$ cat src/imupg_pkg.sv
// Package: shared types, codes and reset constants of the IMU pose gesture recognizer.
package imupg_pkg;

    localparam int MOTION_W   = 17;
    localparam int APB_ADDR_W = 5;
    localparam int APB_DATA_W = 32;
    localparam int REG_IDX_W  = 3;

    typedef enum logic [1:0] {
        PH_WAIT_POSE    = 2'd0,
        PH_ARMED        = 2'd1,
        PH_WAIT_RELEASE = 2'd2,
        PH_WAIT_NEUTRAL = 2'd3
    } phase_t;

    typedef enum logic [2:0] {
        POSE_UNKNOWN = 3'd0,
        POSE_FLAT    = 3'd1,
        POSE_CCW90   = 3'd2,
        POSE_CW90    = 3'd3,
        POSE_CW180   = 3'd4
    } pose_t;

    typedef enum logic [1:0] {
        GEST_NONE  = 2'd0,
        GEST_LEFT  = 2'd1,
        GEST_RIGHT = 2'd2,
        GEST_UP    = 2'd3
    } gcode_t;

    localparam logic [REG_IDX_W-1:0] REG_TRIGGER_MOTION = 3'd0;
    localparam logic [REG_IDX_W-1:0] REG_RELEASE_MOTION = 3'd1;
    localparam logic [REG_IDX_W-1:0] REG_RELEASE_TIMEOUT = 3'd2;
    localparam logic [REG_IDX_W-1:0] REG_POSE_HOLD      = 3'd3;
    localparam logic [REG_IDX_W-1:0] REG_ARM_MOTION     = 3'd4;
    localparam logic [REG_IDX_W-1:0] REG_NEUTRAL_HOLD   = 3'd5;

    typedef struct packed {
        logic [MOTION_W-1:0] trigger_motion_level;
        logic [MOTION_W-1:0] release_motion_level;
        logic [15:0]         release_timeout_ms;
        logic [15:0]         pose_hold_ms;
        logic [MOTION_W-1:0] arm_motion_limit;
        logic [15:0]         neutral_hold_ms;
    } cfg_t;

    localparam cfg_t CFG_RESET = '{
        trigger_motion_level: 17'd10000,
        release_motion_level: 17'd4000,
        release_timeout_ms:   16'd700,
        pose_hold_ms:         16'd180,
        arm_motion_limit:     17'd5000,
        neutral_hold_ms:      16'd200
    };

    typedef struct packed {
        logic signed [15:0] accel_x;
        logic signed [15:0] accel_y;
        logic signed [15:0] accel_z;
        logic signed [15:0] gyro_x;
        logic signed [15:0] gyro_y;
        logic signed [15:0] gyro_z;
        logic [31:0]        now_ms;
    } sample_t;

    typedef struct packed {
        pose_t               pose;
        logic [MOTION_W-1:0] motion;
    } feat_t;

    function automatic logic [16:0] magnitude(input logic signed [15:0] v);
        logic [16:0] ext;
        ext = {v[15], v};
        return v[15] ? 17'(-ext) : ext;
    endfunction

    function automatic gcode_t pose_to_gesture(input pose_t p);
        gcode_t g;
        case (p)
            POSE_CCW90: g = GEST_LEFT;
            POSE_CW90:  g = GEST_RIGHT;
            POSE_CW180: g = GEST_UP;
            default:    g = GEST_NONE;
        endcase
        return g;
    endfunction

endpackage

$ cat src/imupg_if.sv
// Interfaces: sample input channel and result output channel.
interface imupg_in_if;
    logic               valid;
    logic               ready;
    logic signed [15:0] accel_x;
    logic signed [15:0] accel_y;
    logic signed [15:0] accel_z;
    logic signed [15:0] gyro_x;
    logic signed [15:0] gyro_y;
    logic signed [15:0] gyro_z;
    logic [31:0]        now_ms;

    modport source (output valid, accel_x, accel_y, accel_z, gyro_x, gyro_y, gyro_z, now_ms,
                    input ready);
    modport sink (input valid, accel_x, accel_y, accel_z, gyro_x, gyro_y, gyro_z, now_ms,
                  output ready);
endinterface

interface imupg_out_if;
    logic       valid;
    logic       ready;
    logic [1:0] gesture_code;
    logic [1:0] phase_after;

    modport source (output valid, gesture_code, phase_after, input ready);
    modport sink (input valid, gesture_code, phase_after, output ready);
endinterface

$ cat src/imupg_cfg_regs.sv
// Configuration register bank behind the APB port.
module imupg_cfg_regs (
    input  logic                               clk,
    input  logic                               rst_n,
    input  logic                               psel,
    input  logic                               penable,
    input  logic                               pwrite,
    input  logic [imupg_pkg::APB_ADDR_W-1:0]   paddr,
    input  logic [imupg_pkg::APB_DATA_W-1:0]   pwdata,
    output logic [imupg_pkg::APB_DATA_W-1:0]   prdata,
    output logic                               pready,
    output imupg_pkg::cfg_t                    cfg
);
    import imupg_pkg::*;

    cfg_t                 cfg_reg;
    cfg_t                 cfg_next;
    logic                 wr_en;
    logic [REG_IDX_W-1:0] reg_idx;

    assign wr_en   = psel && penable && pwrite;
    assign reg_idx = paddr[APB_ADDR_W-1:2];
    assign pready  = 1'b1;
    assign cfg     = cfg_reg;

    always_comb
    begin
        cfg_next = cfg_reg;
        if (wr_en)
        begin
            unique case (reg_idx)
                REG_TRIGGER_MOTION:  cfg_next.trigger_motion_level = pwdata[MOTION_W-1:0];
                REG_RELEASE_MOTION:  cfg_next.release_motion_level = pwdata[MOTION_W-1:0];
                REG_RELEASE_TIMEOUT: cfg_next.release_timeout_ms   = pwdata[15:0];
                REG_POSE_HOLD:       cfg_next.pose_hold_ms         = pwdata[15:0];
                REG_ARM_MOTION:      cfg_next.arm_motion_limit     = pwdata[MOTION_W-1:0];
                REG_NEUTRAL_HOLD:    cfg_next.neutral_hold_ms      = pwdata[15:0];
                default:             cfg_next = cfg_reg;
            endcase
        end
    end

    always_comb
    begin
        unique case (reg_idx)
            REG_TRIGGER_MOTION:  prdata = APB_DATA_W'(cfg_reg.trigger_motion_level);
            REG_RELEASE_MOTION:  prdata = APB_DATA_W'(cfg_reg.release_motion_level);
            REG_RELEASE_TIMEOUT: prdata = APB_DATA_W'(cfg_reg.release_timeout_ms);
            REG_POSE_HOLD:       prdata = APB_DATA_W'(cfg_reg.pose_hold_ms);
            REG_ARM_MOTION:      prdata = APB_DATA_W'(cfg_reg.arm_motion_limit);
            REG_NEUTRAL_HOLD:    prdata = APB_DATA_W'(cfg_reg.neutral_hold_ms);
            default:             prdata = '0;
        endcase
    end

    always_ff @(posedge clk or negedge rst_n)
    begin
        if (!rst_n)
            cfg_reg <= CFG_RESET;
        else
            cfg_reg <= cfg_next;
    end

endmodule

$ cat src/imupg_feature.sv
// Pose classification and gyro motion sum for one sample.
module imupg_feature (
    input  imupg_pkg::sample_t smp,
    output imupg_pkg::feat_t   feat
);
    import imupg_pkg::*;

    logic [16:0] mag_x;
    logic [16:0] mag_y;
    logic [16:0] mag_z;

    assign mag_x = magnitude(smp.accel_x);
    assign mag_y = magnitude(smp.accel_y);
    assign mag_z = magnitude(smp.accel_z);

    // ties favor Z, then X over Y
    always_comb
    begin
        // three magnitudes of at most 32768 sum below 2^17
        feat.motion = magnitude(smp.gyro_x) + magnitude(smp.gyro_y)
                    + magnitude(smp.gyro_z);
        if (mag_z >= mag_x && mag_z >= mag_y)
            feat.pose = smp.accel_z[15] ? POSE_CW180 : POSE_FLAT;
        else if (mag_x >= mag_y)
            feat.pose = smp.accel_x[15] ? POSE_CW90 : POSE_CCW90;
        else
            feat.pose = smp.accel_y[15] ? POSE_CW90 : POSE_CCW90;
    end

endmodule

$ cat src/imupg_fsm.sv
// Gesture phase machine with timers and the result register.
module imupg_fsm #(
    parameter int TIME_BITS = 32
) (
    input  logic                  clk,
    input  logic                  rst_n,
    input  logic                  step,
    input  imupg_pkg::feat_t      feat,
    input  logic [TIME_BITS-1:0]  now,
    input  imupg_pkg::cfg_t       cfg,
    output logic [1:0]            gesture_code,
    output logic [1:0]            phase_after
);
    import imupg_pkg::*;

    phase_t               phase_reg, phase_next;
    pose_t                locked_pose_reg, locked_pose_next;
    pose_t                prev_pose_reg, prev_pose_next;
    logic [TIME_BITS-1:0] gesture_time_reg, gesture_time_next;
    logic [TIME_BITS-1:0] pose_since_reg, pose_since_next;
    logic [TIME_BITS-1:0] neutral_since_reg, neutral_since_next;
    gcode_t               code_reg, code_next;
    phase_t               res_phase_reg;

    logic [TIME_BITS-1:0] since_gesture;
    logic [TIME_BITS-1:0] since_pose;
    logic [TIME_BITS-1:0] neutral_start;
    logic [TIME_BITS-1:0] since_neutral;
    gcode_t               fire_code;

    assign since_gesture = now - gesture_time_reg;
    assign since_pose    = now - pose_since_reg;
    // a zero stamp means the neutral hold has not started
    assign neutral_start = (neutral_since_reg == '0) ? now : neutral_since_reg;
    assign since_neutral = now - neutral_start;
    assign fire_code     = pose_to_gesture(locked_pose_reg);

    always_comb
    begin
        phase_next         = phase_reg;
        locked_pose_next   = locked_pose_reg;
        prev_pose_next     = prev_pose_reg;
        gesture_time_next  = gesture_time_reg;
        pose_since_next    = pose_since_reg;
        neutral_since_next = neutral_since_reg;
        code_next          = GEST_NONE;

        unique case (phase_reg)
            PH_WAIT_RELEASE:
            begin
                if (since_gesture > TIME_BITS'(cfg.release_timeout_ms) ||
                    feat.motion < cfg.release_motion_level)
                begin
                    phase_next         = PH_WAIT_NEUTRAL;
                    locked_pose_next   = POSE_UNKNOWN;
                    prev_pose_next     = POSE_UNKNOWN;
                    pose_since_next    = now;
                    neutral_since_next = now;
                end
            end
            PH_WAIT_NEUTRAL:
            begin
                if (feat.pose == POSE_FLAT)
                begin
                    neutral_since_next = neutral_start;
                    if (since_neutral >= TIME_BITS'(cfg.neutral_hold_ms))
                    begin
                        phase_next         = PH_WAIT_POSE;
                        locked_pose_next   = POSE_UNKNOWN;
                        prev_pose_next     = feat.pose;
                        pose_since_next    = now;
                        neutral_since_next = '0;
                    end
                end
                else
                begin
                    neutral_since_next = '0;
                end
            end
            PH_WAIT_POSE:
            begin
                if (feat.pose != prev_pose_reg)
                begin
                    locked_pose_next = POSE_UNKNOWN;
                    prev_pose_next   = feat.pose;
                    pose_since_next  = now;
                end
                else if (feat.pose == POSE_UNKNOWN || feat.pose == POSE_FLAT ||
                         feat.motion >= cfg.arm_motion_limit)
                begin
                    pose_since_next = now;
                end
                else if (since_pose >= TIME_BITS'(cfg.pose_hold_ms))
                begin
                    locked_pose_next = feat.pose;
                    phase_next       = PH_ARMED;
                end
            end
            PH_ARMED:
            begin
                if (feat.motion > cfg.trigger_motion_level)
                begin
                    code_next = fire_code;
                    if (fire_code != GEST_NONE)
                    begin
                        gesture_time_next  = now;
                        neutral_since_next = '0;
                        phase_next         = PH_WAIT_RELEASE;
                    end
                end
            end
            default: phase_next = phase_reg;
        endcase
    end

    always_ff @(posedge clk or negedge rst_n)
    begin
        if (!rst_n)
        begin
            phase_reg         <= PH_WAIT_POSE;
            locked_pose_reg   <= POSE_UNKNOWN;
            prev_pose_reg     <= POSE_UNKNOWN;
            gesture_time_reg  <= '0;
            pose_since_reg    <= '0;
            neutral_since_reg <= '0;
        end
        else if (step)
        begin
            phase_reg         <= phase_next;
            locked_pose_reg   <= locked_pose_next;
            prev_pose_reg     <= prev_pose_next;
            gesture_time_reg  <= gesture_time_next;
            pose_since_reg    <= pose_since_next;
            neutral_since_reg <= neutral_since_next;
        end
    end

    always_ff @(posedge clk)
    begin
        if (step)
        begin
            code_reg      <= code_next;
            res_phase_reg <= phase_next;
        end
    end

    assign gesture_code = code_reg;
    assign phase_after  = res_phase_reg;

endmodule

$ cat src/imu_pose_gesture_recognizer_top.sv
// Top level of the IMU pose gesture recognizer.
//
//  channel     dir   handshake        word
//  sample_in   in    valid/ready      accel xyz, gyro xyz, now_ms
//  result_out  out   valid/ready      gesture_code, phase_after
//  apb         in    psel/penable     6 config registers at 4*i
//
// One word per cycle sustained while results are taken; each word passes an
// input register, then pose/motion/phase logic into the result register.
// The input register refills while a result waits, so one stalled result
// stalls input only once the input register is also full.
// rst_n clears phase, timers, pose state and both valid flags; config
// registers return to their defaults.
module imu_pose_gesture_recognizer_top #(
    parameter int TIME_BITS = 32
) (
    input  logic                             clk,
    input  logic                             rst_n,
    imupg_in_if.sink                         sample_in,
    imupg_out_if.source                      result_out,
    input  logic                             psel,
    input  logic                             penable,
    input  logic                             pwrite,
    input  logic [imupg_pkg::APB_ADDR_W-1:0] paddr,
    input  logic [imupg_pkg::APB_DATA_W-1:0] pwdata,
    output logic [imupg_pkg::APB_DATA_W-1:0] prdata,
    output logic                             pready
);
    import imupg_pkg::*;

    sample_t smp_reg;
    logic    in_valid_reg, in_valid_next;
    logic    out_valid_reg, out_valid_next;
    logic    advance;
    logic    in_take;
    cfg_t    cfg;
    feat_t   feat;

    assign advance         = in_valid_reg && (!out_valid_reg || result_out.ready);
    assign sample_in.ready = !in_valid_reg || advance;
    assign in_take         = sample_in.valid && sample_in.ready;

    always_comb
    begin
        in_valid_next  = in_take ? 1'b1 : (advance ? 1'b0 : in_valid_reg);
        out_valid_next = advance ? 1'b1 : (result_out.ready ? 1'b0 : out_valid_reg);
    end

    always_ff @(posedge clk or negedge rst_n)
    begin
        if (!rst_n)
        begin
            in_valid_reg  <= 1'b0;
            out_valid_reg <= 1'b0;
        end
        else
        begin
            in_valid_reg  <= in_valid_next;
            out_valid_reg <= out_valid_next;
        end
    end

    always_ff @(posedge clk)
    begin
        if (in_take)
        begin
            smp_reg.accel_x <= sample_in.accel_x;
            smp_reg.accel_y <= sample_in.accel_y;
            smp_reg.accel_z <= sample_in.accel_z;
            smp_reg.gyro_x  <= sample_in.gyro_x;
            smp_reg.gyro_y  <= sample_in.gyro_y;
            smp_reg.gyro_z  <= sample_in.gyro_z;
            smp_reg.now_ms  <= sample_in.now_ms;
        end
    end

    assign result_out.valid = out_valid_reg;

    imupg_cfg_regs u_cfg (
        .clk     (clk),
        .rst_n   (rst_n),
        .psel    (psel),
        .penable (penable),
        .pwrite  (pwrite),
        .paddr   (paddr),
        .pwdata  (pwdata),
        .prdata  (prdata),
        .pready  (pready),
        .cfg     (cfg)
    );

    imupg_feature u_feat (
        .smp  (smp_reg),
        .feat (feat)
    );

    imupg_fsm #(
        .TIME_BITS (TIME_BITS)
    ) u_fsm (
        .clk          (clk),
        .rst_n        (rst_n),
        .step         (advance),
        .feat         (feat),
        .now          (smp_reg.now_ms[TIME_BITS-1:0]),
        .cfg          (cfg),
        .gesture_code (result_out.gesture_code),
        .phase_after  (result_out.phase_after)
    );

endmodule

$ cat src/flat_wrapper.sv
// flat-port wrapper written by rule: the top's interface ports become plain ports
module imu_pose_gesture_recognizer_top_flat import imupg_pkg::*;
#(
    parameter int TIME_BITS = 32
)
  (clk, rst_n, psel, penable, pwrite, paddr, pwdata, prdata, pready, sample_in_valid, sample_in_accel_x, sample_in_accel_y, sample_in_accel_z, sample_in_gyro_x, sample_in_gyro_y, sample_in_gyro_z, sample_in_now_ms, sample_in_ready, result_out_valid, result_out_gesture_code, result_out_phase_after, result_out_ready);
  imupg_in_if sample_in_i ();
  imupg_out_if result_out_i ();
  input  logic clk;
  input  logic rst_n;
  input  logic psel;
  input  logic penable;
  input  logic pwrite;
  input  logic [imupg_pkg::APB_ADDR_W-1:0] paddr;
  input  logic [imupg_pkg::APB_DATA_W-1:0] pwdata;
  output logic [imupg_pkg::APB_DATA_W-1:0] prdata;
  output logic pready;
  input wire logic [$bits(sample_in_i.valid)-1:0] sample_in_valid;
  input wire logic [$bits(sample_in_i.accel_x)-1:0] sample_in_accel_x;
  input wire logic [$bits(sample_in_i.accel_y)-1:0] sample_in_accel_y;
  input wire logic [$bits(sample_in_i.accel_z)-1:0] sample_in_accel_z;
  input wire logic [$bits(sample_in_i.gyro_x)-1:0] sample_in_gyro_x;
  input wire logic [$bits(sample_in_i.gyro_y)-1:0] sample_in_gyro_y;
  input wire logic [$bits(sample_in_i.gyro_z)-1:0] sample_in_gyro_z;
  input wire logic [$bits(sample_in_i.now_ms)-1:0] sample_in_now_ms;
  output wire logic [$bits(sample_in_i.ready)-1:0] sample_in_ready;
  output wire logic [$bits(result_out_i.valid)-1:0] result_out_valid;
  output wire logic [$bits(result_out_i.gesture_code)-1:0] result_out_gesture_code;
  output wire logic [$bits(result_out_i.phase_after)-1:0] result_out_phase_after;
  input wire logic [$bits(result_out_i.ready)-1:0] result_out_ready;
  assign sample_in_i.valid = sample_in_valid;
  assign sample_in_i.accel_x = sample_in_accel_x;
  assign sample_in_i.accel_y = sample_in_accel_y;
  assign sample_in_i.accel_z = sample_in_accel_z;
  assign sample_in_i.gyro_x = sample_in_gyro_x;
  assign sample_in_i.gyro_y = sample_in_gyro_y;
  assign sample_in_i.gyro_z = sample_in_gyro_z;
  assign sample_in_i.now_ms = sample_in_now_ms;
  assign sample_in_ready = sample_in_i.ready;
  assign result_out_valid = result_out_i.valid;
  assign result_out_gesture_code = result_out_i.gesture_code;
  assign result_out_phase_after = result_out_i.phase_after;
  assign result_out_i.ready = result_out_ready;
  imu_pose_gesture_recognizer_top #(.TIME_BITS(TIME_BITS)) u_core (.clk(clk), .rst_n(rst_n), .sample_in(sample_in_i), .result_out(result_out_i), .psel(psel), .penable(penable), .pwrite(pwrite), .paddr(paddr), .pwdata(pwdata), .prdata(prdata), .pready(pready));
endmodule
$ cat config.mk
export PLATFORM = sky130hd
export DESIGN_NAME = imu_pose_gesture_recognizer_top_flat
export DESIGN_NICKNAME = d
export VERILOG_FILES = /design/src/imupg_pkg.sv /design/src/imupg_if.sv /design/src/imupg_cfg_regs.sv /design/src/imupg_feature.sv /design/src/imupg_fsm.sv /design/src/imu_pose_gesture_recognizer_top.sv /design/src/flat_wrapper.sv
export SDC_FILE = /design/constraint.sdc
export NUM_CORES = 1
export LEC_CHECK = 0
export BUFFER_PORTS_ARGS = -buffer_cell sky130_fd_sc_hd__buf_2
export CAP_MARGIN = 20
export CORE_UTILIZATION = 50
export DETAILED_ROUTE_END_ITERATION = 7
export GPL_ROUTABILITY_DRIVEN = 0
export MAX_ROUTING_LAYER = met4
export PLACE_DENSITY = 0.69
export SETUP_SLACK_MARGIN = 0.15
export SKIP_LAST_GASP = 1
export SLEW_MARGIN = 20
export SYNTH_ARGS = -nofsm -noshare
export SYNTH_HDL_FRONTEND = slang
export SYNTH_SLANG_ARGS = --single-unit
$ cat constraint.sdc
create_clock -name clk -period 9.3 [get_ports clk]
set_input_delay 1.395 -clock clk [delete_from_list [all_inputs] [get_ports clk]]
set_output_delay 1.395 -clock clk [all_outputs]
set_load 0.01 [all_outputs]
==> metrics.yaml <==
critical_path_class: "flop to flop"
core_sq_mm: 0.05038
p_int_uw: 4553
grt.overflow.total: 0
synth.avg_cell_area_sq_um: 9.178
cts_tree: "built"
cap_violations: 0
final_max_slew_viol_count: 0
cp.required_ns: 9.76
placed_cells: 3567
multi_input_area_sq_mm: 0.01513
first_global_vias: 21747
n_fill_cell: 4392
die_area_sq_mm: 0.05227
status: "finished, final reports clean"
synth_edf_count: 132
track_usage_pct: 27.28
start_kind: "flop"
clock_latency_ns: 0.58
cts_hold_buf: 0
register_area_sq_mm: 0.009130
cts_resized: 0
power_density_mw_per_mm2: 272.7
drtIter0Drc: 1814
total_power_uw: 7795
total_leakage_power_uw: 0.01255
switching_share_pct: 41.59
netlist_area_sq_mm: 0.02568
synthDistinctLibCells: 89
power.share.clock_pct: 22.0
synthCells: 2798
ant_nets: 0
min_period_ns: 8.309
rsz0062_at_grt: "false"
die_x_um: 228.6
clock.fmax_mhz: 120.4
cts_buffers: 42
first_pass_iters: 5
setup_viol_count_final: 0
comb_power_share_pct: 51.0
cts_root_buffer: "clkbuf_16"
min_path_type: "flop to flop"
htree_levels: 2
cts_setup_buffers: 0
max_slew_margin_pct: 27.46
final_util_pct: 56.74
synth_area_leaders: "dfrtp_1, edfxtp_1, ha_1, nand2_1, o21ai_0"
final_layout_size_suffix_gt1_share_pct: 12.21
clkTransAtPathRegs_ns: 0.06
clk_path_buf_depth: 3
num_rows: 82
end_kind: "flop"
largest_reg_flops: 128
path_max_fanout: 32
cts_sinks: 337
antenna_found_initial: 4
wirelength_um: 70010
vias: 21994
ys_top_cells_by_count: "nand2_1, ha_1, inv_1"
grt_pass1_wl_um: 111900
tns_ns: 0
wl_per_cell_um: 19.19
place_area_sq_mm: 0.02712
synth_top_cell_by_area: "dfrtp_1"
async_reset_ff_share_pct: 60.83
netlist.area_leader.share_pct: 17.15
portBuffers: 177
clock_skew_ns: 0.01394
final_cells: 3649
final_area_sq_mm: 0.02858
r2r_slack_ns: 0.99
dp_hpwl_um: 54080
synthToLayoutAreaGrowth_pct: 11.31
synth_flop_cell: "dfrtp_1"
final_hold_viol_count: 0
ios: 211
via_per_inst: 6.027
period_share_pct: 89.34
cp.arrival_ns: 8.76
ys_seq_elements: 337
final_nets: 3400
slowest_stage: "o41ai_1"
worst_slew_pin_slew_ns: 1.086
yosysMostFrequentCell: "nand2_1"
p_sw_uw: 3242
die_y_um: 228.6
max_stage_delay_ns: 0.55
ir_drop_mv: 0.1552
grt_max_degree: 79
pwr-share-seq_pct: 27.0
synth-seq-area-share_pct: 35.55
drt_drc_violations_left: 0
start_util_pct: 50.98
yosys_warnings: 0
[kinds of logic (layout without fill, tap and decap cells)]
group | Yosys count | after routing | share of synthesized area, %
compound gates | 804 | 804 | 20.41
simple gates | 742 | 742 | 14.28
buf+inv | 381 | 536 | 5.939
flops | 337 | 337 | 35.55
fa+ha+maj | 289 | 289 | 14.67
xor+xnor | 146 | 146 | 4.979
mux | 97 | 97 | 4.146
other cells | 2 | 26 | 0.02924
[final timing paths]
path	from	end	depth (start not counted)
setup / recovery	u_core.smp_reg[32]	u_core.u_fsm.pose_since_reg[28]	29
hold / removal	u_core.u_fsm.pose_since_reg[13]	u_core.u_fsm.pose_since_reg[13]	1
setup reg to reg	u_core.smp_reg[32]	u_core.u_fsm.pose_since_reg[28]	29
hold reg to reg	u_core.u_fsm.pose_since_reg[13]	u_core.u_fsm.pose_since_reg[13]	1
max in group asynchronous	rst_n	u_core.in_valid_reg	2
min in group asynchronous	rst_n	u_core.u_cfg.cfg[0]	1
[per-stage QoR]
stage / setup slack [ns] / hold WS [ns]
final: 0.9910 / 0.4886
after global placement: 1.274 / 0.4735
after CTS: 0.9942 / 0.4933
after detailed placement: 1.021 / 0.4810
after floorplan: 2.310 / 0.4572
after global routing: 0.3754 / 0.4974
[layout make-up]
cell class              count  area share, %
clock buffers              58          4.141
flip-flops and latches    337          31.94
well taps                 672          2.941
inverters                 262          3.440
multi-input cells        2100          52.92
clock inverters            20         0.9411
repair buffers            196          3.642
diodes                      4        0.03502
[power by group through the flow]
stage | logic, uW | clock network [uW] | registers (uW)
detailed placement | 3880 | 0 | 2120
floorplan | 2930 | 0 | 2050
CTS | 3910 | 1750 | 2100
finish | 3970 | 1720 | 2110
global placement | 3730 | 0 | 2110
global route | 4420 | 1800 | 2140
[metal layers]
layer / GRT usage (%) / part of all wire [%] / up-vias
met5: - / 0 / -
met4: 10.74 / 3.7 / 0
met3: 3.842 / 5.8 / 167
met2: 44.59 / 47 / 741
met1: 34.07 / 43 / 10604
li1: - / - / 10482
[cell usage in the layout (no fill, tap or decap), types with 15 or more instances in the layout]
cell       synthesis  final
nand2_1          279    279
ha_1             269    269
inv_1            262    262
o21ai_0          209    209
buf_2             10    176
dfrtp_1          176    176
a21oi_1          158    158
edfxtp_1         132    132
nor2_1           120    117
xor2_1            76     76
xnor2_1           70     70
a21o_1            57     57
nor3_1            53     53
nand3_1           52     52
clkbuf_16          0     44
nand4_1           41     41
o21ai_1           40     40
mux2_2            40     40
mux2_1            35     35
nand2b_1          33     33
o21a_1            31     31
o31ai_1           30     30
a211oi_1          29     29
a2bb2oi_1         29     29
dfstp_2           29     29
nor4_1            24     22
mux2i_1           22     22
o211ai_1          22     22
conb_1             2     22
nor2b_1           21     21
fa_1              20     20
a22oi_1           18     18
or3_1             18     18
buf_4             16     18
or4_1             18     17
o221ai_1          17     17
a221oi_1          17     17
o41ai_1           16     16
and3_1            15     15
[worst max-delay path: cells and delay by family (launching register included)]
family                     cells  cell delay [ns]
AOI/OAI and AO/OA             11             2.60
xor gates and xnor gates       2             0.63
adders and majority gates      4             1.25
buffers and inverters          2             0.24
DFF                            1             0.42
muxes                          1             0.38
and+or+nand+nor                9             2.60
(Power assumes the default switching activity.)
